$ cat src/sv/csm_pkg.sv
// Shared types, constants and arithmetic helpers for the min-max contrast stretch.
// Used by csm_front, csm_queue, csm_back and contrast_stretch_minmax; no dependencies.
package csm_pkg;

	// pixel, product and quotient widths
	localparam int PIX_W       = 8;
	localparam int MAG_W       = 2 * PIX_W;
	localparam int QUO_W       = PIX_W;
	localparam int QIDX_W      = $clog2(QUO_W);
	localparam int DIV_STAGES  = QUO_W;
	localparam int QUEUE_DEPTH = 4;
	localparam int CFG_IDX_W   = 2;

	localparam logic [PIX_W-1:0] PIX_MIN = '0;
	localparam logic [PIX_W-1:0] PIX_MAX = '1;

	// configuration register indexes
	typedef enum logic [CFG_IDX_W-1:0] {
		CFG_OUT_LOW  = 2'd0,
		CFG_OUT_HIGH = 2'd1
	} cfg_reg_t;

	// pass selector carried in op
	typedef enum logic {
		OP_MEASURE = 1'b0,
		OP_MAP     = 1'b1
	} op_t;

	// input word
	typedef struct packed {
		logic             op;
		logic [PIX_W-1:0] pixel_in;
		logic             frame_end;
	} in_t;

	// output word
	typedef struct packed {
		logic [PIX_W-1:0] pixel_out;
		logic             frame_done;
	} out_t;

	// one map job: |numerator|, sign, divisor, output base, last flag
	typedef struct packed {
		logic [MAG_W-1:0] mag;
		logic             neg;
		logic [PIX_W-1:0] den;
		logic [PIX_W-1:0] base;
		logic             last;
	} job_t;

	// divider stage contents
	typedef struct packed {
		logic [MAG_W-1:0] rem;
		logic [PIX_W-1:0] den;
		logic [QUO_W-1:0] quo;
		logic             neg;
		logic [PIX_W-1:0] base;
		logic             last;
	} div_t;

	// front to queue
	typedef struct packed {
		logic push;
		job_t job;
	} q_wr_t;

	// queue head to back
	typedef struct packed {
		logic valid;
		job_t job;
	} q_rd_t;

	typedef struct packed {
		logic full;
		logic empty;
	} queue_stat_t;

	typedef struct packed {
		logic [PIX_W-1:0] frame_low;
		logic [PIX_W-1:0] frame_high;
		logic             pass_started;
	} front_stat_t;

	// start a division from a queued job
	function automatic div_t div_load(job_t j);
		div_t r;
		r.rem  = j.mag;
		r.den  = j.den;
		r.quo  = '0;
		r.neg  = j.neg;
		r.base = j.base;
		r.last = j.last;
		return r;
	endfunction

	// one restoring step: settle quotient bit b
	function automatic div_t div_step(div_t s, logic [QIDX_W-1:0] b);
		div_t             r;
		logic [MAG_W-1:0] dsh;
		r   = s;
		dsh = MAG_W'(s.den) << b;
		if (s.rem >= dsh) begin
			r.rem    = s.rem - dsh;
			r.quo[b] = 1'b1;
		end
		return r;
	endfunction

	// floor of a signed quotient, then offset by the output base (mod 256)
	function automatic out_t div_finish(div_t s);
		out_t             o;
		logic [PIX_W-1:0] up;
		up = PIX_W'(s.rem != '0);
		if (s.neg) begin
			o.pixel_out = s.base - (s.quo + up);
		end else begin
			o.pixel_out = s.base + s.quo;
		end
		o.frame_done = s.last;
		return o;
	endfunction

endpackage

$ cat src/sv/csm_front.sv
// Front part: running min/max of measure passes and numerator set-up of map pixels.
// Depends on csm_pkg.
module csm_front (
	input  logic                      clk,
	input  logic                      arst_n,
	input  logic                      accept,
	input  csm_pkg::in_t              in_data,
	input  logic [csm_pkg::PIX_W-1:0] out_low,
	input  logic [csm_pkg::PIX_W-1:0] out_high,
	output csm_pkg::q_wr_t            wr,
	output csm_pkg::front_stat_t      stat
);

	logic [csm_pkg::PIX_W-1:0] run_low_q, run_high_q;
	logic [csm_pkg::PIX_W-1:0] frame_low_q, frame_high_q;
	logic                      started_q;

	logic                      is_map;
	logic [csm_pkg::PIX_W-1:0] nxt_low, nxt_high;
	logic [csm_pkg::PIX_W-1:0] pix_c, offs, den, smag;
	logic                      neg;

	assign is_map = (in_data.op == csm_pkg::OP_MAP);

	// next running range for a measure word
	always_comb begin
		if (!started_q) begin
			nxt_low  = in_data.pixel_in;
			nxt_high = in_data.pixel_in;
		end else begin
			nxt_low  = (in_data.pixel_in < run_low_q)  ? in_data.pixel_in : run_low_q;
			nxt_high = (in_data.pixel_in > run_high_q) ? in_data.pixel_in : run_high_q;
		end
	end

	// running and latched range
	always_ff @(posedge clk or negedge arst_n) begin
		if (!arst_n) begin
			run_low_q    <= csm_pkg::PIX_MAX;
			run_high_q   <= csm_pkg::PIX_MIN;
			started_q    <= 1'b0;
			frame_low_q  <= csm_pkg::PIX_MIN;
			frame_high_q <= csm_pkg::PIX_MAX;
		end else if (accept && !is_map) begin
			if (in_data.frame_end) begin
				frame_low_q  <= nxt_low;
				frame_high_q <= nxt_high;
				run_low_q    <= csm_pkg::PIX_MAX;
				run_high_q   <= csm_pkg::PIX_MIN;
				started_q    <= 1'b0;
			end else begin
				run_low_q  <= nxt_low;
				run_high_q <= nxt_high;
				started_q  <= 1'b1;
			end
		end
	end

	// map set-up: clamp, offset, scale magnitude and one 8x8 product
	always_comb begin
		if (in_data.pixel_in < frame_low_q) begin
			pix_c = frame_low_q;
		end else if (in_data.pixel_in > frame_high_q) begin
			pix_c = frame_high_q;
		end else begin
			pix_c = in_data.pixel_in;
		end
		offs = pix_c - frame_low_q;
		den  = frame_high_q - frame_low_q;
		neg  = (out_high < out_low);
		smag = neg ? (out_low - out_high) : (out_high - out_low);

		wr.push     = accept && is_map;
		wr.job.mag  = csm_pkg::MAG_W'(offs) * csm_pkg::MAG_W'(smag);
		wr.job.neg  = neg;
		// flat frame: numerator is zero, divisor forced to one
		wr.job.den  = (den == '0) ? csm_pkg::PIX_W'(1) : den;
		wr.job.base = out_low;
		wr.job.last = in_data.frame_end;
	end

	assign stat.frame_low    = frame_low_q;
	assign stat.frame_high   = frame_high_q;
	assign stat.pass_started = started_q;

endmodule

$ cat src/sv/csm_queue.sv
// Short job queue between the front and the divider back end.
// Depends on csm_pkg.
module csm_queue #(
	parameter int DEPTH = csm_pkg::QUEUE_DEPTH
) (
	input  logic                 clk,
	input  logic                 arst_n,
	input  csm_pkg::q_wr_t       wr,
	input  logic                 pop,
	output csm_pkg::q_rd_t       head,
	output csm_pkg::queue_stat_t stat
);

	localparam int PTR_W = (DEPTH > 1) ? $clog2(DEPTH) : 1;
	localparam int CNT_W = $clog2(DEPTH + 1);

	csm_pkg::job_t    fifo_q [DEPTH];
	logic [PTR_W-1:0] wr_ptr_q, rd_ptr_q;
	logic [CNT_W-1:0] count_q;
	logic             do_pop;

	assign stat.full  = (count_q == CNT_W'(DEPTH));
	assign stat.empty = (count_q == '0);
	assign do_pop     = pop && !stat.empty;

	assign head.valid = !stat.empty;
	assign head.job   = fifo_q[rd_ptr_q];

	// storage
	always_ff @(posedge clk) begin
		if (wr.push && !stat.full) begin
			fifo_q[wr_ptr_q] <= wr.job;
		end
	end

	// pointers and fill count
	always_ff @(posedge clk or negedge arst_n) begin
		if (!arst_n) begin
			wr_ptr_q <= '0;
			rd_ptr_q <= '0;
			count_q  <= '0;
		end else begin
			if (wr.push && !stat.full) begin
				wr_ptr_q <= (wr_ptr_q == PTR_W'(DEPTH - 1)) ? '0 : wr_ptr_q + 1'b1;
			end
			if (do_pop) begin
				rd_ptr_q <= (rd_ptr_q == PTR_W'(DEPTH - 1)) ? '0 : rd_ptr_q + 1'b1;
			end
			if ((wr.push && !stat.full) && !do_pop) begin
				count_q <= count_q + 1'b1;
			end else if (!(wr.push && !stat.full) && do_pop) begin
				count_q <= count_q - 1'b1;
			end
		end
	end

endmodule

$ cat src/sv/csm_back.sv
// Back part: pipelined restoring divider, one quotient bit per stage, plus output register.
// Depends on csm_pkg.
module csm_back (
	input  logic           clk,
	input  logic           arst_n,
	input  csm_pkg::q_rd_t head,
	output logic           pop,
	output logic           out_valid,
	input  logic           out_ready,
	output csm_pkg::out_t  out_data
);

	localparam int NS = csm_pkg::DIV_STAGES;

	csm_pkg::div_t   div_s [NS];
	logic [NS-1:0]   vld_s;
	csm_pkg::out_t   out_q;
	logic            out_valid_q;
	logic            en;

	// whole pipe advances unless a finished word is held up
	assign en  = !out_valid_q || out_ready;
	assign pop = en && head.valid;

	// stage valids
	always_ff @(posedge clk or negedge arst_n) begin
		if (!arst_n) begin
			vld_s       <= '0;
			out_valid_q <= 1'b0;
		end else if (en) begin
			vld_s       <= {vld_s[NS-2:0], head.valid};
			out_valid_q <= vld_s[NS-1];
		end
	end

	// first stage settles the top quotient bit
	always_ff @(posedge clk) begin
		if (en) begin
			div_s[0] <= csm_pkg::div_step(csm_pkg::div_load(head.job),
				csm_pkg::QIDX_W'(csm_pkg::QUO_W - 1));
		end
	end

	// remaining stages, one bit each
	for (genvar k = 1; k < NS; k++) begin : g_div
		always_ff @(posedge clk) begin
			if (en) begin
				div_s[k] <= csm_pkg::div_step(div_s[k-1],
					csm_pkg::QIDX_W'(csm_pkg::QUO_W - 1 - k));
			end
		end
	end

	// rounding fix-up and base offset into the output register
	always_ff @(posedge clk) begin
		if (en) begin
			out_q <= csm_pkg::div_finish(div_s[NS-1]);
		end
	end

	assign out_valid = out_valid_q;
	assign out_data  = out_q;

endmodule

$ cat src/sv/contrast_stretch_minmax.sv
// Min-max contrast stretch of 8-bit grey pixels, top level.
// Depends on csm_pkg, csm_front, csm_queue and csm_back.
//
// Usage:
//   in channel  (in_valid/in_ready/in_data): one pixel word per handshake. op = 0 words
//     measure the frame range and give no output; frame_end on such a word latches it.
//     op = 1 words are mapped with the latched range and give one out word each.
//   out channel (out_valid/out_ready/out_data): mapped pixel, frame_done copies frame_end.
//   cfg channel (cfg_valid/cfg_ready/cfg_index/cfg_data): index 0 sets the low output
//     level, index 1 the high one; other indexes are ignored. cfg_ready is always high;
//     write only while no map word is in flight.
// Path: a map word passes the queue, 8 divider stages of one quotient bit each and the
//   output register before it is presented on out.
// Throughput: one word per cycle, in either pass, while in_ready is high; the clamp and
//   8x8 product of the front is the longest path.
// Reset: output range 0..255, latched frame range 0..255, queue and divider empty.
// Stall: while a word waits on out and out_ready is low, the divider holds; the 4-word
//   queue then fills and in_ready drops until the receiver takes the waiting word.
module contrast_stretch_minmax #(
	parameter int QUEUE_DEPTH = csm_pkg::QUEUE_DEPTH
) (
	input  logic                          clk,
	input  logic                          arst_n,
	input  logic                          in_valid,
	output logic                          in_ready,
	input  csm_pkg::in_t                  in_data,
	output logic                          out_valid,
	input  logic                          out_ready,
	output csm_pkg::out_t                 out_data,
	input  logic                          cfg_valid,
	output logic                          cfg_ready,
	input  logic [csm_pkg::CFG_IDX_W-1:0] cfg_index,
	input  logic [csm_pkg::PIX_W-1:0]     cfg_data
);

	logic [csm_pkg::PIX_W-1:0] out_low_q, out_high_q;
	logic                      accept;
	logic                      pop;
	csm_pkg::q_wr_t            wr;
	csm_pkg::q_rd_t            head;
	csm_pkg::queue_stat_t      q_stat;
	csm_pkg::front_stat_t      f_stat;

	assign cfg_ready = 1'b1;
	assign in_ready  = !q_stat.full;
	assign accept    = in_valid && in_ready;

	// output range registers
	always_ff @(posedge clk or negedge arst_n) begin
		if (!arst_n) begin
			out_low_q  <= csm_pkg::PIX_MIN;
			out_high_q <= csm_pkg::PIX_MAX;
		end else if (cfg_valid && cfg_ready) begin
			if (cfg_index == csm_pkg::CFG_OUT_LOW) begin
				out_low_q <= cfg_data;
			end else if (cfg_index == csm_pkg::CFG_OUT_HIGH) begin
				out_high_q <= cfg_data;
			end
		end
	end

	csm_front u_front (
		.clk      (clk),
		.arst_n   (arst_n),
		.accept   (accept),
		.in_data  (in_data),
		.out_low  (out_low_q),
		.out_high (out_high_q),
		.wr       (wr),
		.stat     (f_stat)
	);

	csm_queue #(
		.DEPTH (QUEUE_DEPTH)
	) u_queue (
		.clk    (clk),
		.arst_n (arst_n),
		.wr     (wr),
		.pop    (pop),
		.head   (head),
		.stat   (q_stat)
	);

	csm_back u_back (
		.clk       (clk),
		.arst_n    (arst_n),
		.head      (head),
		.pop       (pop),
		.out_valid (out_valid),
		.out_ready (out_ready),
		.out_data  (out_data)
	);

`ifndef NO_ASSERTIONS
	// latched frame range is never inverted
	a_range_ordered: assert property (@(posedge clk) disable iff (!arst_n)
		f_stat.frame_low <= f_stat.frame_high)
		else $error("latched frame range inverted");

	// frame end on a measure word restarts the running range
	a_pass_restart: assert property (@(posedge clk) disable iff (!arst_n)
		accept && (in_data.op == csm_pkg::OP_MEASURE) && in_data.frame_end
		|=> !f_stat.pass_started)
		else $error("running range not cleared at frame end");

	// an accepted map word lands in the queue
	a_map_queued: assert property (@(posedge clk) disable iff (!arst_n)
		accept && (in_data.op == csm_pkg::OP_MAP) |=> !q_stat.empty)
		else $error("map word lost before the queue");
`endif

endmodule

$ cat config.mk
export PLATFORM = sky130hd
export DESIGN_NAME = contrast_stretch_minmax
export DESIGN_NICKNAME = d
export VERILOG_FILES = /design/src/sv/csm_pkg.sv /design/src/sv/csm_front.sv /design/src/sv/csm_queue.sv /design/src/sv/csm_back.sv /design/src/sv/contrast_stretch_minmax.sv
export SDC_FILE = /design/constraint.sdc
export NUM_CORES = 1
export LEC_CHECK = 0
export BUFFER_PORTS_ARGS = -buffer_cell sky130_fd_sc_hd__buf_2
export CAP_MARGIN = 20
export CORE_ASPECT_RATIO = 0.9
export CORE_MARGIN = 10
export CORE_UTILIZATION = 45
export CTS_BUF_LIST = sky130_fd_sc_hd__clkbuf_4 sky130_fd_sc_hd__clkbuf_8 sky130_fd_sc_hd__clkbuf_16
export DETAILED_ROUTE_END_ITERATION = 10
export PLACE_DENSITY_LB_ADDON = 0.12
export SLEW_MARGIN = 20
export SYNTH_ARGS = -nofsm -noshare
export SYNTH_HDL_FRONTEND = slang
export SYNTH_SLANG_ARGS = --single-unit
$ cat constraint.sdc
create_clock -name clk -period 14.73 [get_ports clk]
set_input_delay 0.7365 -clock clk [delete_from_list [all_inputs] [get_ports clk]]
set_output_delay 0.7365 -clock clk [all_outputs]
set_load 0.02 [all_outputs]
* Word-level counts from Yosys, hierarchy flattened *
Memories as Yosys holds them, arrays and structs flattened.
Cells that the tools add are included.

word-level totals
  flip-flop bits (word level) = 74
  memory bits (writable) = 472
  memories = 2

operators by class
  $add $sub $neg = 19
  $mul = 1
  magnitude comparators = 13
  equal/unequal tests = 4
  mux-type cells = 52
  bitwise gates (word level) = 1
  reductions and logical operators = 23

memory list
  memory          depth  width  rd ports  clocked after memory_dff  write ports  line             source
  u_back.div_s    8      42     8         0                         8            csm_back.sv:15   csm_pkg::div_t div_s [NS];
  u_queue.fifo_q  4      34     1         0                         1            csm_queue.sv:17  csm_pkg::job_t fifo_q [DEPTH];

operators with widths
  operator            count
  $mux 16             16
  $mux 8              11
  $sub 8x8->8         5
  $lt 8x8->1          3
  $mux 1              21
  $ge 16x10->1        1
  $ge 16x11->1        1
  $ge 16x12->1        1
  $ge 16x13->1        1
  $ge 16x14->1        1
  $ge 16x15->1        1
  $ge 16x8->1         1
  $ge 16x9->1         1
  $gt 8x8->1          2
  $mul 8x8->16        1
  $reduce_bool 16->1  1
  $sub 16x10->16      1
  $sub 16x11->16      1
  $sub 16x12->16      1
  $sub 16x13->16      1
  $sub 16x14->16      1
  $sub 16x15->16      1
  $sub 16x8->16       1
  $sub 16x9->16       1
  other kinds (20)    37

* Longest topological paths before layout *
  word-level depth = 9
  mapped depth = 32
  depth with buffers taken out = 31

* By module *
From an unflattened synthesis, not the netlist that was laid out.

unflattened totals
  cell total of the unflattened synthesis = 2051
  area, all modules = 26625.5 um2

by module, submodules not included
  module                   instances  cells an instance  area each (um2)  seq. area each (um2)
  csm_back                 1          1128               14914.3          9504.1
  csm_front                1          669                5650.4           845.8
  csm_queue                1          216                5418.9           4259.1
  contrast_stretch_minmax  1          38                 641.9            410.4

* Least setup slack after synthesis *
OpenSTA, ideal clock, no wires.

  path kind = in2reg
  from = in out_ready
  to = reg u_back.vld_s[2]
  setup time = 112 ps
  arrival time = 10679 ps
  setup slack = 3938 ps
  cell stages on the path = 3
  buffers on the path = 1
  cells stage by stage = nand2b_1 -> clkbuf_1 -> mux2_2

between the ends
  word-level cells in the longest chain between the ends = 1

ends and longest elaborated chain
  element               line                           source
  from (decl)           contrast_stretch_minmax.sv:28  input logic out_ready,
  $logic_or 1x1->1      csm_back.sv:22                 assign en = !out_valid_q || out_ready;
  to (signal assigned)  csm_back.sv:31                 vld_s <= {vld_s[NS-2:0], head.valid};
  to (decl)             csm_back.sv:16                 logic [NS-1:0] vld_s;

Every way passes these cells.
A chain may end at the register's enable or synchronous reset.

==> qor.log <==
[critical_path] R2R Path Start u_front.frame_high_q[3]
[final_layout] Fillers 4806
[cts] post-cts hold buffer count 0
[floorplanning] # IOs 37
[logic_synthesis] Yosys Warn Count 0
[drt] DRC violations left 0
[drt] via count 15100
[critical_path] slowest cell delay on critical path 0.68 ns
[global_route] wire length of the first global-routing pass 81100 um
[drt] Final ANT Viol Nets 0
[final_layout] Post-layout nets 2352
[drt] average wire per standard cell 17.1 um
[timing] Relative slew margins 0.301
[timing] unrepaired setup endpoints after global routing no
[global_route] total global-route track usage 0.146
[logic_synthesis] sequential element share of the synthesized area 0.575
[timing] final setup vio count 0
[timing] Max Clock Skew 0.0319 ns
[final_layout] final std cells w/o fill 2899
[logic_synthesis] Syn Inst Count 2026
[drt] Iteration-0 DRC Markers 990
[critical_path] critical path type reg -> reg
[cts] Clock Tree Buf Depth 3
[place] instance count after placement with tap cells included 2800
[drt] drt total wl 49600 um
[final_layout] Multi-input gate area 0.0101 mm^2
[timing] final total negative setup slack 0 ns
[global_route] remaining global-route overflow 0
[logic_synthesis] FF+latch count, synth 510
[final_layout] register with the most flip-flops u_back.div_s
[timing] min setup slack post-route 6.41 ns
[cts] # resized after CTS 0
[floorplanning] die footprint 0.0681 mm^2
[final_layout] share of post-route cells with drive strength above 1 0.111
[critical_path] capturing element type of the critical path flop
[critical_path] Required @ worst endpoint 15.10 ns
[critical_path] crit path DAT 8.69 ns
[place] count of input and output buffers 35
[logic_synthesis] number of enable flip-flop cells after synthesis 445
[logic_synthesis] area of the mapped netlist 0.0261 mm^2
[cts] Sink Count 510
[timing] Post-Route Hold Slack 0.341 ns
[place] worst setup slack before clock tree synthesis 6.07 ns
[floorplanning] initial core utilization 0.457
[critical_path] Max stage delay cell, worst path o21ai_1
[cts] total clock buffers created by CTS 54
[floorplanning] die extent in x 274 um
[cts] Post-CTS Setup Inserts 0
[critical_path] largest fanout on the critical path 13
[logic_synthesis] most common flop cell mapped by yosys edfxtp_1
[critical_path] CP startpoint u_front.frame_high_q[3]
[drt] length of the first detailed-routing pass in iterations 5
[timing] min Tclk post-route 8.32 ns
[logic_synthesis] proportion of synthesized flip-flops having asynchronous set or reset 0.127
[timing] maximum clock frequency 0.120 GHz
[cts] clock-pin slew on the worst setup and hold paths 0.06 ns
[logic_synthesis] syn avg cell area 12.9 um^2
[cts] clock latency on the worst-skew pair 0.62 ns
[critical_path] cell occurring most often along the worst timing path a21oi_1
[global_route] pin count of the biggest net entering global routing 182
[final_layout] max FFs per register 300
[timing] slew at the pin with the worst max-slew slack 1.05 ns
[logic_synthesis] number of distinct library cells after synthesis 71
[run_status] status complete, no violations
[floorplanning] vertical die dimension 249 um
[timing] final hold vios 0
[critical_path] critical path startpoint category flop
[cts] number of levels the H-tree was split into 2
[cts] TritonCTS clock tree done
[final_layout] Inserted Diodes 0
[global_route] vias in the first global route 15500
[timing] final-report max-slew violation count 0
[drt] via density per instance 5.21
[place] placer's final routability congestion estimate 0.839
[floorplanning] std cell rows 83
[place] detailed placement HPWL 35000 um
[final_layout] Area growth syn-to-layout 11.3%
[final_layout] sequential cell area in the final layout 0.0150 mm^2
[logic_synthesis] net count of the mapped netlist 2287
[cts] CTS root buffer clkbuf_16
[timing] fin crit share 0.565
[run] Max-cap violations 0
[min_path] Min-Delay Path Class in -> async
[global_route] antenna violations before repair 1
[floorplanning] area of the core 0.0572 mm^2
[layout by cell type (no fill, tap or decap), types with 8 or more instances in the layout]
cell type    n
nor3_1      27
dfstp_2     24
mux2_2      22
mux2i_1     23
a22o_1       9
nand3_1     23
nor2_1     153
o21bai_1    10
dfrtp_1     40
xnor2_1     63
o21ai_1     61
edfxtp_1   445
clkinv_2     9
nor4_1      14
o21a_1      24
a21oi_1    112
or2_1        9
buf_2       35
clkbuf_16   54
a21o_1      26
nand4_1     15
nand2b_1    35
mux4_2      31
nor2b_1     32
xor2_1      43
buf_4       11
inv_1      226
ha_1       184
nand2_1     83
a31oi_1     14
fa_1        52
o31ai_1      8
o21ai_0     61
clkbuf_4     8
o22a_1       8
or3_1       15
[layer usage]
metal | GRT usage | routed length, um | vias to the layer above
met4 | 0.0493 | 1410 | 0
met2 | 0.237 | 23200 | 193
met1 | 0.198 | 23500 | 7408
li1 | - | - | 7430
met3 | 0.0217 | 1520 | 84
met5 | 0 | 0 | -
[cell type report]
| cell class | count | area share |
|---|---|---|
| sequential | 510 | 0.516 |
| multi-input combinational | 1250 | 0.348 |
| clock buffer | 67 | 0.0509 |
| tap | 765 | 0.0329 |
| inverter | 228 | 0.0294 |
| clock inverter | 32 | 0.0130 |
| timing repair buffer | 47 | 0.00955 |
[per-stage QoR]
step	util	area, um^2
detailed placement	0.476	27200
floorplan	-	26100
CTS	0.508	29100
global placement	0.476	27200
global route	0.508	29100
finish	0.508	29100
[cells in the mapped netlist (9+ instances only)]
library cell	number	area, um^2
a21o_1	26	195
o21a_1	24	180
o21ai_0	61	305
a31oi_1	14	87.6
nor4_1	14	87.6
inv_1	226	848
clkbuf_1	27	101
nor3_1	27	135
a21oi_1	112	561
o21bai_1	10	75.1
fa_1	52	1040
xor2_1	43	377
mux2i_1	23	230
dfstp_2	24	631
nand2_1	83	312
a22o_1	9	78.8
ha_1	184	2300
dfrtp_1	41	1030
nor2_1	153	574
nor2b_1	32	200
nand3_1	23	115
or3_1	15	93.8
or2_1	9	56.3
o21ai_1	62	310
xnor2_1	63	552
edfxtp_1	445	13400
nand4_1	15	93.8
mux4_2	31	698
nand2b_1	36	225
mux2_2	22	248
[worst paths after layout]
| path | slack, ns | endpoint | cells past startpoint |
|---|---|---|---|
| max | 6.41 | u_queue.fifo_q[2][33] | 31 |
| min | 0.34 | u_front.frame_low_q[7] | 2 |
| max reg2reg | 6.41 | u_queue.fifo_q[2][33] | 31 |
| min reg2reg | 0.41 | u_back.div_s[0][50] | 0 |
| max in group asynchronous | 13.74 | u_queue.rd_ptr_q[0] | 2 |
| min in group clk | 0.34 | out_low_q[2] | 3 |
[cell families after synthesis]
logic type               synth area share
flip-flops                          0.575
AO/OA/AOI/OAI                      0.0864
adder cells (fa/ha/maj)             0.128
other                            0.000144
multiplexers                       0.0525
AND/OR/NAND/NOR                    0.0836
buffers and inverters              0.0391
XOR/XNOR                           0.0355
[worst max-delay path: cells and delay by family, from the launching register on]
kind	cells	cell delay, ns
compound gates	12	2.49
xor+xnor	2	0.89
fa+ha+maj	8	3.24
buf+inv	4	0.22
flops	1	0.55
mux	1	0.32
simple gates	4	0.40
Power is left out: the tool's default activity adds up to more than one toggle a clock period on the data nets, which glitch-free logic cannot reach.
